$ cat config.mk
export PLATFORM = sky130hd
export DESIGN_NAME = alwc_classify
export DESIGN_NICKNAME = d
export VERILOG_FILES = /design/src/rtl/alwc_pkg.sv /design/src/rtl/alwc_classify.sv
export SDC_FILE = /design/constraint.sdc
export NUM_CORES = 1
export LEC_CHECK = 0
export ABC_CLOCK_PERIOD_IN_PS = 5500
export BUFFER_PORTS_ARGS = -buffer_cell sky130_fd_sc_hd__buf_4
export CELL_PAD_IN_SITES_DETAIL_PLACEMENT = 1
export CELL_PAD_IN_SITES_GLOBAL_PLACEMENT = 1
export CORE_ASPECT_RATIO = 0.7
export CORE_MARGIN = 5
export CORE_UTILIZATION = 30
export DETAILED_ROUTE_END_ITERATION = 10
export GPL_TIMING_DRIVEN = 0
export PLACE_DENSITY_LB_ADDON = 0.08
export SYNTH_ARGS = -nofsm -noshare
export SYNTH_HDL_FRONTEND = slang
export SYNTH_SLANG_ARGS = --single-unit
$ cat constraint.sdc
create_clock -name vclk -period 5.5
set_input_delay 0.55 -clock vclk [all_inputs]
set_output_delay 0.55 -clock vclk [all_outputs]
set_load 0.05 [all_outputs]
$ cat src/rtl/alwc_pkg.sv
package alwc_pkg;

	localparam logic [1:0] LVL_NORMAL     = 2'd0;
	localparam logic [1:0] LVL_SUSPICIOUS = 2'd1;
	localparam logic [1:0] LVL_ANOMALOUS  = 2'd2;

	localparam logic REG_THRESHOLD = 1'b0;
	localparam logic REG_SPAN      = 1'b1;

	localparam int SPAN_W = 17;

	typedef struct packed {
		logic [31:0] tstamp;
		logic [1:0]  lvl;
	} entry_t;

	// per-cell control from the head logic
	typedef struct packed {
		logic pop;   // whole row moves one cell toward the head
		logic load;  // this cell takes the new entry
	} cell_ctl_t;

endpackage

$ cat src/rtl/alwc_classify.sv
module alwc_classify (
	input  logic [31:0] error_score,
	input  logic [31:0] threshold,
	output logic [1:0]  lvl
);

	logic [35:0] err_x10;
	logic [35:0] thr_x9;

	// 0.9 factor done exactly: 10*err <= 9*thr
	assign err_x10 = {1'b0, error_score, 3'b000} + {3'b000, error_score, 1'b0};
	assign thr_x9  = {1'b0, threshold, 3'b000} + {4'b0000, threshold};

	always_comb begin
		if (err_x10 <= thr_x9) begin
			lvl = alwc_pkg::LVL_NORMAL;
		end else if (error_score <= threshold) begin
			lvl = alwc_pkg::LVL_SUSPICIOUS;
		end else begin
			lvl = alwc_pkg::LVL_ANOMALOUS;
		end
	end

endmodule

Word level (Yosys, flattened, before mapping)
Index checks and enable logic that the tools add are counted.
{"block": "totals", "regBits": 0, "in_bits": 64, "output_inout_bits": 2, "word_cells": 6}
{"block": "classes", "addsub": 2, "n_lt_le_gt_ge": 2, "mux": 2}
{"operator": "adder 35 x 32 -> 36 bit", "count": 1}
{"operator": "adder 35 x 33 -> 36 bit", "count": 1}
{"operator": "less-or-equal comparator 36 bit", "count": 1}
{"operator": "less-or-equal comparator 32 bit", "count": 1}
{"operator": "2-to-1 mux 2 bit", "count": 2}

Longest topological paths before layout
{"block": "depth", "depth_word": 3, "mapped_depth": 17, "mapped_depth_nobuf": 17}

Worst setup path after synthesis
OpenSTA, ideal clock, no wires.
{"block": "synth_timing", "path_kind": "in2out", "start": "in threshold[0]", "end": "out lvl[1]", "t_arrival_ps": 4262, "t_required_ps": 4950, "setup_slack_ps": 688, "cell_stages": 15, "n_path_buf": 0, "cell_sequence": "ha_1 -> fa_1 -> a21o_1 -> a221oi_2 -> a22oi_4 -> a211oi_4 -> nor3_1 -> or3_1 -> ha_1 -> nand4_1 -> nor3_1 -> nor2b_1 -> o311a_1 -> a311oi_1 -> a21oi_1"}
{"block": "synth_between", "elab_chain_len": 3, "elab_cells_between_ends": 5}
{"element": "start: declaration", "line": "alwc_classify.sv:3", "text": "input logic [31:0] threshold,"}
{"element": "adder 35 x 32 -> 36 bit / less-or-equal comparator 32 bit (equally long branches)", "line": "alwc_classify.sv:12, alwc_classify.sv:17"}
{"element": "less-or-equal comparator 36 bit / 2-to-1 mux 2 bit (equally long branches)", "line": "alwc_classify.sv:15, alwc_classify.sv:17"}
{"element": "2-to-1 mux 2 bit (*)", "line": "alwc_classify.sv:15", "text": "if (err_x10 <= thr_x9) begin"}
{"element": "end: declaration", "line": "alwc_classify.sv:4", "text": "output logic [1:0] lvl"}
Mark *: on every way between the ends. The rest lies on a longest branch, timed or not.

Worst setup path in the final report
{"block": "layout_timing", "start": "in error_score[0]", "end": "out lvl[0]"}
{"block": "layout_between", "elab_chain_len": 3, "elab_cells_between_ends": 5}
{"element": "start: declaration", "line": "alwc_classify.sv:2", "text": "input logic [31:0] error_score,"}
{"element": "adder 35 x 33 -> 36 bit / less-or-equal comparator 32 bit (equally long branches)", "line": "alwc_classify.sv:11, alwc_classify.sv:17"}
{"element": "less-or-equal comparator 36 bit / 2-to-1 mux 2 bit (equally long branches)", "line": "alwc_classify.sv:15, alwc_classify.sv:17"}
{"element": "2-to-1 mux 2 bit (*)", "line": "alwc_classify.sv:15"}
Marked as above.

==> Implementation_results.wiki <==
{| class="wikitable"
! Metric !! Value
|-
| Antenna Nets Post-Route || 0
|-
| Residual DRC count || 0
|-
| Count of distinct cell types in the synthesized netlist || 68
|-
| Number of top-level pins || 66
|-
| Static leakage power || slightly below 3 nW
|-
| Switching part of the total || 57.2%
|-
| Area after detailed placement || 0.00549 sq mm
|-
| HP Class || in -> out
|-
| Synthesized netlist net count || 817
|-
| Transition time of the tightest slew-check pin || 0.606 ns
|-
| Combinational share of power || 100.0%
|-
| Placed wire-length estimate || 15600 um
|-
| ANT cells || 0
|-
| Fin util || 36.2%
|-
| Fraction of layout cells with a size suffix above 1 || 14.2%
|-
| Die height || 115 um
|-
| Post-layout net count || between 800 and 900
|-
| Worst rel slew slack || 59.3%
|-
| Post-cts hold buffer count || 0
|-
| Max Freq || 190 MHz
|-
| Category of the critical setup timing path || in -> out
|-
| Per-cell routed wire length || 19.7 um
|-
| Weighted congestion at the end of routability-driven global placement || ~0.86
|-
| Worst-path maximum fanout || 3
|-
| Number of flip-flops and latches || 0
|-
| Category of the worst setup path launch point || input pin
|-
| Delay of the slowest critical-path stage || 0.41 ns
|-
| Finished Cell Area || roughly 0.0056 sq mm
|-
| Max rail drop VDD || 0.0434 mV
|-
| Number of detailed-routing iterations run before antenna repair || 4
|-
| Worst path cell trace || buf_4, ha_1, fa_1, a21o_1, a221oi_4, a21oi_2, nor2_2, o21ai_1, a221oi_2, xnor2_1, ha_1, a21o_1, a21o_1, a21oi_1, o31ai_1, o311a_1, a311oi_2, and3b_1, buf_4
|-
| GR peak layer || met1
|-
| Seq pwr share || 0%
|-
| Worst-case hold path end point || lvl[1]
|-
| PwrDens || roughly 150 mW/mm^2
|-
| Mean area per synthesized cell || 7.60 sq um
|-
| Detailed Route Iter0 Violations || 232
|-
| Placeable core region || between 0.015 and 0.02 sq mm
|-
| Accumulated negative setup slack || 0 ns
|-
| Area taken by flip-flops and latches || 0 sq um
|-
| Hold path start || error_score[16]
|-
| Critical Path AT || around 4.7 ns
|-
| Clock period minus final worst setup slack || 5.27 ns
|-
| Cell internal pwr || 0.000350 W
|-
| Met2 routing resource usage after global routing || a little over a quarter
|-
| Number of global-route vias before repair || about 5100
|-
| Setup-failing EPs final || 0
|-
| Most frequent standard cell in the layout excluding fill and tap cells || ha_1
|-
| Total of clock buffers placed in the layout || 0
|-
| WP data required || 4.95 ns
|-
| Initial standard-cell utilization of the core || 30.6%
|-
| Number of vias in the routed layout || 5042
|-
| Met1 layer usage reported by global route || a little under a third
|-
| Top cell by count, worst path || a21o_1
|-
| Total grt overflow || 0
|-
| IO Port Bufs || 66
|-
| Number of hold-slack violations in the final timing report || 0
|-
| Commonest cells after routing, fill and taps aside || 126 x ha_1, 71 x buf_4, 65 x a21o_1, 64 x a21oi_1, 54 x inv_1
|-
| Count of mapped cells out of synthesis || 625
|-
| Layout Area Growth over Synthesis || 18.1%
|-
| Cell area after synthesis || 0.00475 sq mm
|-
| Sequential share of the synthesized area || 0%
|-
| Standard-cell rows || 38
|-
| Sw Pwr || 0.000468 W
|-
| Initial antenna violation count || 0
|-
| DRT Wirelength || between 15000 and 20000 um
|-
| Nature of the critical path endpoint || primary output
|-
| Hold path depth || 7
|-
| Tcrit/Tclk final || between 90% and 100%
|-
| YS warnings || 0
|-
| Die footprint || 0.0185 sq mm
|-
| Total routing resource utilization after global routing || 18.6%
|-
| Top delay family on crit path || compound AO/OA/AOI/OAI gates
|-
| Total buffers and inverters traversed by the critical path || 2
|-
| Cell with the biggest individual delay on the critical path || fa_1
|-
| Largest net degree at the start of global routing || 9
|-
| Width of the chip || approximately 160 um
|-
| Result of the run || completed
|-
| Wire length of the first global-routing pass || 28000 um
|-
| Total of max-cap violations || 0
|-
| Clock share of power || 0%
|-
| Max-slew violation count || 0
|-
| Grt met3 use || less than 1%
|-
| Power, Total || 0.000817 W
|-
| Vias per inst || 5.63
|}
[layout make-up]
class,instances,area [sq um]
inverters,54,203
well taps,200,250
multi-input cells,564,4590
fillers,1932,9890
plain buffers,7,28.8
repair buffers,71,533
[worst max path at each step]
stage	slack [ns]	start	depth (start not counted)	endpoint
finish	0.23	error_score[0]	19	lvl[0]
global route	-0.004	error_score[0]	19	lvl[0]
CTS	0.04	threshold[0]	19	lvl[0]
detailed placement	-0.04	error_score[0]	19	lvl[0]
global placement	0.03	error_score[0]	19	lvl[0]
floorplan	0.69	threshold[0]	15	lvl[1]
[power by group through the flow]
stage | clock [W] | combinational (W) | sequential, W
after floorplan | 0 | 0.000543 | 0
after global placement | 0 | 0.000757 | 0
after detailed placement | 0 | 0.000787 | 0
after CTS | 0 | 0.000797 | 0
after global routing | 0 | 0.000909 | 0
final | 0 | 0.000817 | 0
[Yosys cell counts, types with 2 or more instances]
cell       count  area (sq um)
o21ai_1        3          15.0
xor2_1        16           140
o21a_1         7          52.6
a21o_1        65           488
o21ai_0       23           115
a221oi_2       3          45.0
o31a_1         2          17.5
nand4_1       21           131
nor2b_1        5          31.3
nand2_1       24          90.1
fa_1           2          40.0
and2_1         5          31.3
clkbuf_1       4          15.0
inv_1         54           203
nor2_1        33           124
nor4_1         4          25.0
o31ai_1        6          45.0
a21boi_0       2          15.0
buf_2          2          10.0
a221oi_1       4          35.0
or2_2          2          12.5
nand2b_1       3          18.8
o221ai_1       3          26.3
a2111oi_0      2          17.5
and4_1         4          35.0
or3_1          5          31.3
a22oi_1        2          15.0
a31oi_1        5          31.3
a211oi_1       3          22.5
nor3_1         9          45.0
xnor2_1       35           307
o211ai_1       4          30.0
nand3_1       17          85.1
a311oi_1       4          35.0
o21bai_1       5          37.5
o22ai_1        2          12.5
nand3b_1       2          15.0
o311a_1        2          20.0
a21oi_1       65           325
ha_1         126          1580
and3_1        13          81.3
[per-layer routing]
layer | wire length [um] | part of all wire (%)
met5 | 0 | 0
met3 | 483 | 2.7
met4 | 39 | 0.22
met2 | 6840 | 39
met1 | 10300 | 58
[cell families after synthesis]
logic type | after synthesis | share of synthesized area (%)
muxes | 1 | 0.211
buffers and inverters | 61 | 4.88
xor gates and xnor gates | 51 | 9.41
AOI/OAI and AO/OA | 233 | 34.8
adders and majority gates | 128 | 34.1
and+or+nand+nor | 151 | 16.7
[through the flow]
stage,worst slack [ns],hold WS [ns],cells
6_report,0.229,1.99,896
5_1_grt,-0.00362,2.02,896
4_1_cts,0.0403,2.00,891
3_5_place_dp,-0.0418,2.00,891
3_3_place_gp,0.0293,1.97,891
2_1_floorplan,0.688,1.71,625
[timing repair]
action                                  in CTS  in global routing
endpoints found under the setup margin       1                  2
pin swaps                                    1                  4
buffers inserted                             0                  5
hold endpoints to repair                     0                  0
resized for setup                            3                  9
Power figures use the tool's default switching activity.
