### src/rtl/alwc_pkg.sv
package alwc_pkg;

	localparam logic [1:0] LVL_NORMAL     = 2'd0;
	localparam logic [1:0] LVL_SUSPICIOUS = 2'd1;
	localparam logic [1:0] LVL_ANOMALOUS  = 2'd2;

	localparam logic REG_THRESHOLD = 1'b0;
	localparam logic REG_SPAN      = 1'b1;

	localparam int SPAN_W = 17;

	typedef struct packed {
		logic [31:0] tstamp;
		logic [1:0]  lvl;
	} entry_t;

	// per-cell control from the head logic
	typedef struct packed {
		logic pop;   // whole row moves one cell toward the head
		logic load;  // this cell takes the new entry
	} cell_ctl_t;

endpackage

### src/rtl/alwc_cell.sv
module alwc_cell (
	input  logic                clk,
	input  logic                arst_n,
	input  alwc_pkg::cell_ctl_t ctl,
	input  alwc_pkg::entry_t    new_entry,
	input  alwc_pkg::entry_t    above_entry,
	input  logic                above_valid,
	output alwc_pkg::entry_t    entry,
	output logic                valid
);

	alwc_pkg::entry_t entry_q;
	logic             valid_q;

	always_ff @(posedge clk or negedge arst_n) begin
		if (!arst_n) begin
			valid_q <= 1'b0;
		end else if (ctl.load) begin
			valid_q <= 1'b1;
		end else if (ctl.pop) begin
			valid_q <= above_valid;
		end
	end

	always_ff @(posedge clk) begin
		if (ctl.load) begin
			entry_q <= new_entry;
		end else if (ctl.pop) begin
			entry_q <= above_entry;
		end
	end

	assign entry = entry_q;
	assign valid = valid_q;

endmodule

### config.mk
export PLATFORM = sky130hd
export DESIGN_NAME = alwc_cell
export DESIGN_NICKNAME = d
export VERILOG_FILES = /design/src/rtl/alwc_pkg.sv /design/src/rtl/alwc_cell.sv
export SDC_FILE = /design/constraint.sdc
export NUM_CORES = 1
export LEC_CHECK = 0
export ABC_AREA = 1
export BUFFER_PORTS_ARGS = -buffer_cell sky130_fd_sc_hd__buf_2
export CORE_MARGIN = 3
export CORE_UTILIZATION = 44
export DETAILED_ROUTE_END_ITERATION = 10
export PLACE_DENSITY = 0.94
export SLEW_MARGIN = 20
export SYNTH_ARGS = -nofsm -noshare
export SYNTH_HDL_FRONTEND = slang
export SYNTH_SLANG_ARGS = --single-unit
### constraint.sdc
create_clock -name clk -period 1.3 [get_ports clk]
set_clock_uncertainty 0.2 [all_clocks]
set_input_delay 0.13 -clock clk [delete_from_list [all_inputs] [get_ports clk]]
set_output_delay 0.13 -clock clk [all_outputs]
set_load 0.02 [all_outputs]
# Word level (Yosys, flattened, before mapping)

Cells that the tools add are included.

Input port bits: 73
Register bits after elaboration: 35
Word-level logic and storage cells: 8

Reductions and logical operators: 1
Muxes and demuxes: 4

Operators by type and width:

| kind              | number |
|---|---|
| $mux 34           | 2 |
| $mux 1            | 2 |
| $reduce_bool 2->1 | 1 |

# Longest topological paths before layout

Gate-level depths: netlist (run 1).

Depth in word-level cells: 2
Mapped depth: 5
Depth with buffers taken out: 3

# Worst setup path before layout (run 1)

Ideal clock, no wire load.

Path type: input port to flip-flop
From: input port ctl[0] (netlist name)
To: register entry_q, in the netlist entry[0], enable pin
Cell stages on the path: 4
Buffers on the path: 2
Setup slack: -0.463 ns
Arrival: 1.172 ns
Cells stage by stage: buf_6 inv_8 buf_6 nand2_1

Longest elaborated chain between the ends: 1

RTL lines:

| element                            | RTL line        | source |
|---|---|---|
| start: declaration                 | alwc_cell.sv:4  | `input alwc_pkg::cell_ctl_t ctl,` |
| $reduce_bool 2->1 (no source line) | --              |  |
| end signal: assignment             | alwc_cell.sv:27 | `entry_q <= new_entry;` |
| end signal: assignment             | alwc_cell.sv:29 | `entry_q <= above_entry;` |
| end: declaration                   | alwc_cell.sv:12 | `alwc_pkg::entry_t entry_q;` |

Every way passes these cells.
A chain may end at the register's enable or synchronous reset.

# Worst setup path in the final report (run 1)

From: input port ctl[1] (netlist name)
To: register entry_q, in the netlist entry[27], enable pin

The elaborated chain is that of the path after synthesis.

==> results of run 1 <==
## per-layer routing
layer	up-vias	global-route usage (%)	part of all wire [%]
met1	791	25.1	31
met3	22	8.89	8.9
met2	113	55.2	57
li1	850	-	-
met4	0	13.0	3.3
met5	-	0	0
## worst min path at each step
stage / start / endpoint / depth (start not counted)
final: ctl[0] / valid$_DFFE_PN0P_ / 4
after global routing: ctl[0] / valid$_DFFE_PN0P_ / 4
after CTS: ctl[0] / valid$_DFFE_PN0P_ / 4
after detailed placement: arst_n / valid$_DFFE_PN0P_ / 1
after global placement: arst_n / valid$_DFFE_PN0P_ / 1
after floorplan: arst_n / valid$_DFFE_PN0P_ / 0
## cell families after synthesis
group                  count (synthesis)
buffers and inverters                  9
AND/OR/NAND/NOR                      105
flip-flops                            35
AO/OA/AOI/OAI                          1
## power groups by stage
stage               logic (mW)  clock network (mW)  registers [mW]
floorplan                0.147                   0            1.60
global placement         0.544                   0            1.43
detailed placement       0.554                   0            1.43
CTS                      0.719               0.607            1.41
global route             0.811               0.671            1.41
finish                   0.756               0.598            1.41
## sequential cells by signal (all words and copies together), names as in the netlist
signal / count
valid: 1
entry: 34
## stage by stage
stage                     power, mW  area, µm²  utilization, %  setup WS, ns  hold WS (ns)
after floorplan                1.75       1570               -        0.0645        -0.366
after global placement         1.97       2130            63.0         0.131        -0.294
after detailed placement       1.99       2130            63.0         0.114        -0.290
after CTS                      2.73       2920            86.0        0.0367        0.0302
after global routing           2.90       2940            86.7       0.00926        0.0530
final                          2.76       2940            86.8        0.0482        0.0609
## placed cells by master (no fill, tap or decap), types with 2 or more instances in the layout
cell           count
dlygate4sd3_1     72
buf_12             2
nand2_1           93
clkbuf_4           5
buf_2            107
edfxtp_1          34
nand2_2           10
## worst reg2reg max path, cell delays in order, from the launching register on
cell and delay, ns:
dfrtp_1 0.41, nand3_1 0.09, nand2_1 0.05
## Yosys cell counts, drive strengths merged
| library cell | count |
|---|---|
| a21oi | 1 |
| dfrtp | 1 |
| nand3 | 1 |
| nand2 | 104 |
| buf | 7 |
| edfxtp | 34 |
| inv | 2 |
## repair_timing
| action | in CTS | in global routing |
|---|---|---|
| hold endpoints to repair | 36 | 0 |
| gates resized for setup | 0 | 1 |
| endpoints found under the setup margin | 0 | 14 |
| hold buffers | 72 | 0 |
## layout make-up
cell class	count	area [µm²]
multi-input combinational	106	433
clock buffer	7	55.1
timing repair buffer	183	1330
sequential	35	1050
inverter	2	15.0
clock inverter	1	5.00
fill	160	447
antenna	1	2.50
tap	46	57.6
==> results.txt, run 1 <==
Status = complete, no violations
Vias = 1776
Register bit total from synthesis = 35
H-tree depth = 2
Initial Util = 46.2%
Worst reg-to-reg path cell count = 2
Power Internal = 2.00 mW
Mux contribution to synthesized area = 0%
Pre-antenna DRT Iters = 4
WP buf/inv = 4
Syn Inst Count = 150
Distinct cells, synth = 11
Synth Area in Compound Gates = 0.319%
Yosys warning total = 0
Gpl congestion = 0.695
Top Ports = 108
CP top delay family = buffers and inverters
Unrepaired setup endpoints after global routing = no
Post-synthesis instance area = 1570 µm²
Fin crit share = 96.3%
Routed Antenna Nets = 0
CTS tree = built
Max Slew Vio Count = 0
FMAX = 799 MHz
DRT iter0 DRCs = 143
Power density over the cells = 938 nW/µm²
Clock Power Share = 21.7%
Slowest-stage cell, CP = dlygate4sd3_1
CTS clk-pin slew, worst paths = 0.10 ns
Peak VDD IR = 0.720 mV
Final setup fails = 0
R2r endpoint = valid$_DFFE_PN0P_
CP required = 1.15 ns
Die W = 65.7 µm
Maximum fanout along the worst path = 9
Worst R2R Setup Slack = 0.44 ns
Crit-path cells = dlygate4sd3_1 -> buf_2 -> inv_2 -> nand2_4 -> clkbuf_16
First-pass GRT wire length = 8680 µm
Layout Cells excl Fill = 381
Vias in the first global route = 1818
Root buf cell = clkbuf_4
Most area-consuming cells after synthesis = edfxtp_1 65%, nand2_1 23%, nand2_2 4.0%
Vias per Instance = 4.66
Crit. End Element = register
Avg Cell Area, Syn = 10.4 µm²
Sinks on Clock Net = 35
Largest net degree at the start of global routing = 37
FF-to-FF Start = valid$_DFFE_PN0P_
Max Buffers Root-to-Sink = 2
GRT overflow = 0
Post-Synth Adder-Cell Area = 0%
CP peak stage delay = 0.52 ns
Critical Path AT = 1.10 ns
Critical path destination = entry[27]$_DFFE_PP_
Drt drc = 0
WS Path Type = in -> reg
Port Buf Inserts = 107
Post-Synth Simple-Gate Area = 26.8%
Dpl hpwl = 2620 µm
Chip height = 65.7 µm
Total CTS buffers = 5
Die area = 4310 µm²
Worst Setup Start Kind = input pin
Skew-Pair Late Insertion Delay = 0.32 ns
Cell taking the most area after synthesis = edfxtp_1
Final net count = 406
Wire per inst = 15.0 µm
Setup TNS Final = 0 ns
Post-route minimum period = 1.25 ns
Area share of the largest cell type after synthesis = 65.2%
Crit. Startpoint = ctl[1]
Total net switching power = 0.762 mW
Flop pwr share = 51.0%
Comb pwr share = 27.4%
Final hold violation count = 0
Number of max-cap violations = 0
Critical Path Stages = 5
Main combinational cell family by area after synthesis = simple AND/OR/NAND/NOR gates
Synth-to-Final Area Change = 87.9%
Min-delay worst type = in -> reg
Initial antenna violation count = 0
Core ar. = 3390 µm²
Share of layout cells above drive strength 1 = 39.2%
Sw frac = 27.6%
Placed cells = 299
DRT Wirelength = 5720 µm
Seq/Total Area, Yosys = 66.8%
Leak Pwr = 1.48 nW
Setup Buffers After CTS = 0
Post-synthesis xor/xnor area fraction = 0%
Rel. slew slack = 77.0%
Tot GR Track Use = 28.1%
Worst-Margin Slew = 0.344 ns
Row count = 21
Syn Nets = 223
No activity file was read; power rests on OpenSTA's default activity.
==> run 2: changes to the inputs <==
- CORE_UTILIZATION: 44 -> 41
- PLACE_DENSITY: 0.94 -> 0.89
- clock period: 1.3 -> 1.4 ns (I/O delays scaled with it)
==> results.txt, run 2 (synthesis gave the netlist of run 1 again) <==
Number of max-cap violations = 0
Setup TNS Final = 0 ns
Max Slew Vio Count = 0
FF-to-FF Start = valid$_DFFE_PN0P_
Total net switching power = 0.716 mW
Unrepaired setup endpoints after global routing = no
Gpl congestion = 0.751
Maximum fanout along the worst path = 2
Post-CTS sizing = 0
Final net count = 404
Final setup fails = 0
FMAX = 862 MHz
Number of flip-flops in the largest register = 34
Sw frac = 26.9%
Clock Power Share = 25.2%
Power Internal = 1.95 mW
Worst R2R Setup Slack = 0.56 ns
GRT overflow = 0
WS Path Type = reg -> out
Chip height = 67.8 µm
Synth-to-Final Area Change = 85.5%
Post-route minimum period = 1.16 ns
Flop pwr share = 49.1%
Wire per inst = 14.6 µm
Crit-path cells = buf_2
CTS tree = built
CTS Hold Bufs = 71
Min-delay worst type = in -> reg
Vias in the first global route = 1914
Sinks on Clock Net = 35
Vias = 1785
Total power = 2.66 mW
Core ar. = 3490 µm²
Root buf cell = clkbuf_8
R2r endpoint = valid$_DFFE_PN0P_
Fin crit share = 82.9%
Register area = 1050 µm²
DRT Wirelength = 5520 µm
Crit. End Element = output port
CP top delay family = flip-flops
H-tree depth = 2
Final hold violation count = 0
WP buf/inv = 1
Dpl hpwl = 2770 µm
Hold path depth = 4
Initial antenna violation count = 0
Commonest non-fill, non-tap cell in the layout = buf_2
Worst-Margin Slew = 0.437 ns
Max Buffers Root-to-Sink = 2
Status = complete, no violations
Vias per Instance = 4.71
Drt drc = 0
Peak VDD IR = 0.626 mV
Comb pwr share = 25.7%
CTS clk-pin slew, worst paths = 0.06 ns
Slowest-stage cell, CP = dfrtp_1
First-pass GRT wire length = 8420 µm
Worst reg-to-reg path cell count = 2
Rel. slew slack = 70.8%
DRT iter0 DRCs = 101
Hold_sp = ctl[1]
Die W = 67.8 µm
Pre-antenna DRT Iters = 4
Top Ports = 108
Skew-Pair Late Insertion Delay = 0.27 ns
Row count = 21
Most frequent cells in the layout = 107 x buf_2, 93 x nand2_1, 72 x dlygate4sd3_1
Largest net degree at the start of global routing = 36
Power density over the cells = 917 nW/µm²
# fillers = 196
Multi-input logic area = 433 µm²
Critical Path AT = 0.82 ns
Die area = 4600 µm²
Hold Crit Endpoint = valid$_DFFE_PN0P_
Routed Antenna Nets = 0
Total CTS buffers = 5
Share of layout cells above drive strength 1 = 38.3%
Port Buf Inserts = 107
CP peak stage delay = 0.38 ns
Worst Setup Start Kind = register
Setup Buffers After CTS = 0
CP required = 1.06 ns
Tot GR Track Use = 25.5%
Leak Pwr = 1.46 nW
Initial Util = 44.8%
run 2: area by class of cell:
cell class                 instances  share of cell area (%)
inverter                           2                   0.517
tap                               46                    1.98
clock buffer                       7                    2.63
timing repair buffer             181                    43.7
multi-input combinational        106                    14.9
antenna                            1                  0.0861
sequential                        35                    36.0
clock inverter                     1                   0.172
run 2: power groups by stage:
stage / Clock, mW / Sequential (mW) / Combinational (mW)
3_5_place_dp: 0 / 1.33 / 0.510
2_1_floorplan: 0 / 1.49 / 0.137
3_3_place_gp: 0 / 1.32 / 0.497
6_report: 0.672 / 1.31 / 0.684
5_1_grt: 0.745 / 1.32 / 0.735
4_1_cts: 0.689 / 1.31 / 0.661
run 2: metal layers:
metal  GRT usage, %  routed length, µm  up-vias
met1           22.2               1760      806
met2           50.1               3060      110
met3           8.21                473       27
met4           14.1                227        0
met5              0                  0        -
li1               -                  -      842
run 2: per-stage QoR:
step           util, %  std cells  hold WS (ns)  instance area [µm²]  setup WS (ns)
2_1_floorplan        -        150        -0.356                 1570          0.155
3_3_place_gp      60.2        298        -0.284                 2100          0.189
3_5_place_dp      60.2        298        -0.281                 2100          0.163
4_1_cts           82.8        377        -0.113                 2890          0.229
5_1_grt           83.1        378        0.0120                 2900          0.194
6_report          83.2        379       0.00587                 2910          0.240
run 2: worst max-delay path by stage:
stage                              from                  end  slack, ns  cells past startpoint
finish                valid$_DFFE_PN0P_                valid       0.24                      1
global route         entry[7]$_DFFE_PP_             entry[7]       0.19                      1
CTS                 entry[24]$_DFFE_PP_            entry[24]       0.23                      1
global placement                 ctl[0]  entry[17]$_DFFE_PP_       0.19                      3
floorplan                        ctl[0]   entry[0]$_DFFE_PP_       0.15                      4
detailed placement               ctl[0]  entry[20]$_DFFE_PP_       0.16                      5
run 2: tightest hold or removal path, cell delays in order:
cell and delay [ns]:
buf_2 0.09, inv_1 0.07, nand3_1 0.09, nand2_1 0.05
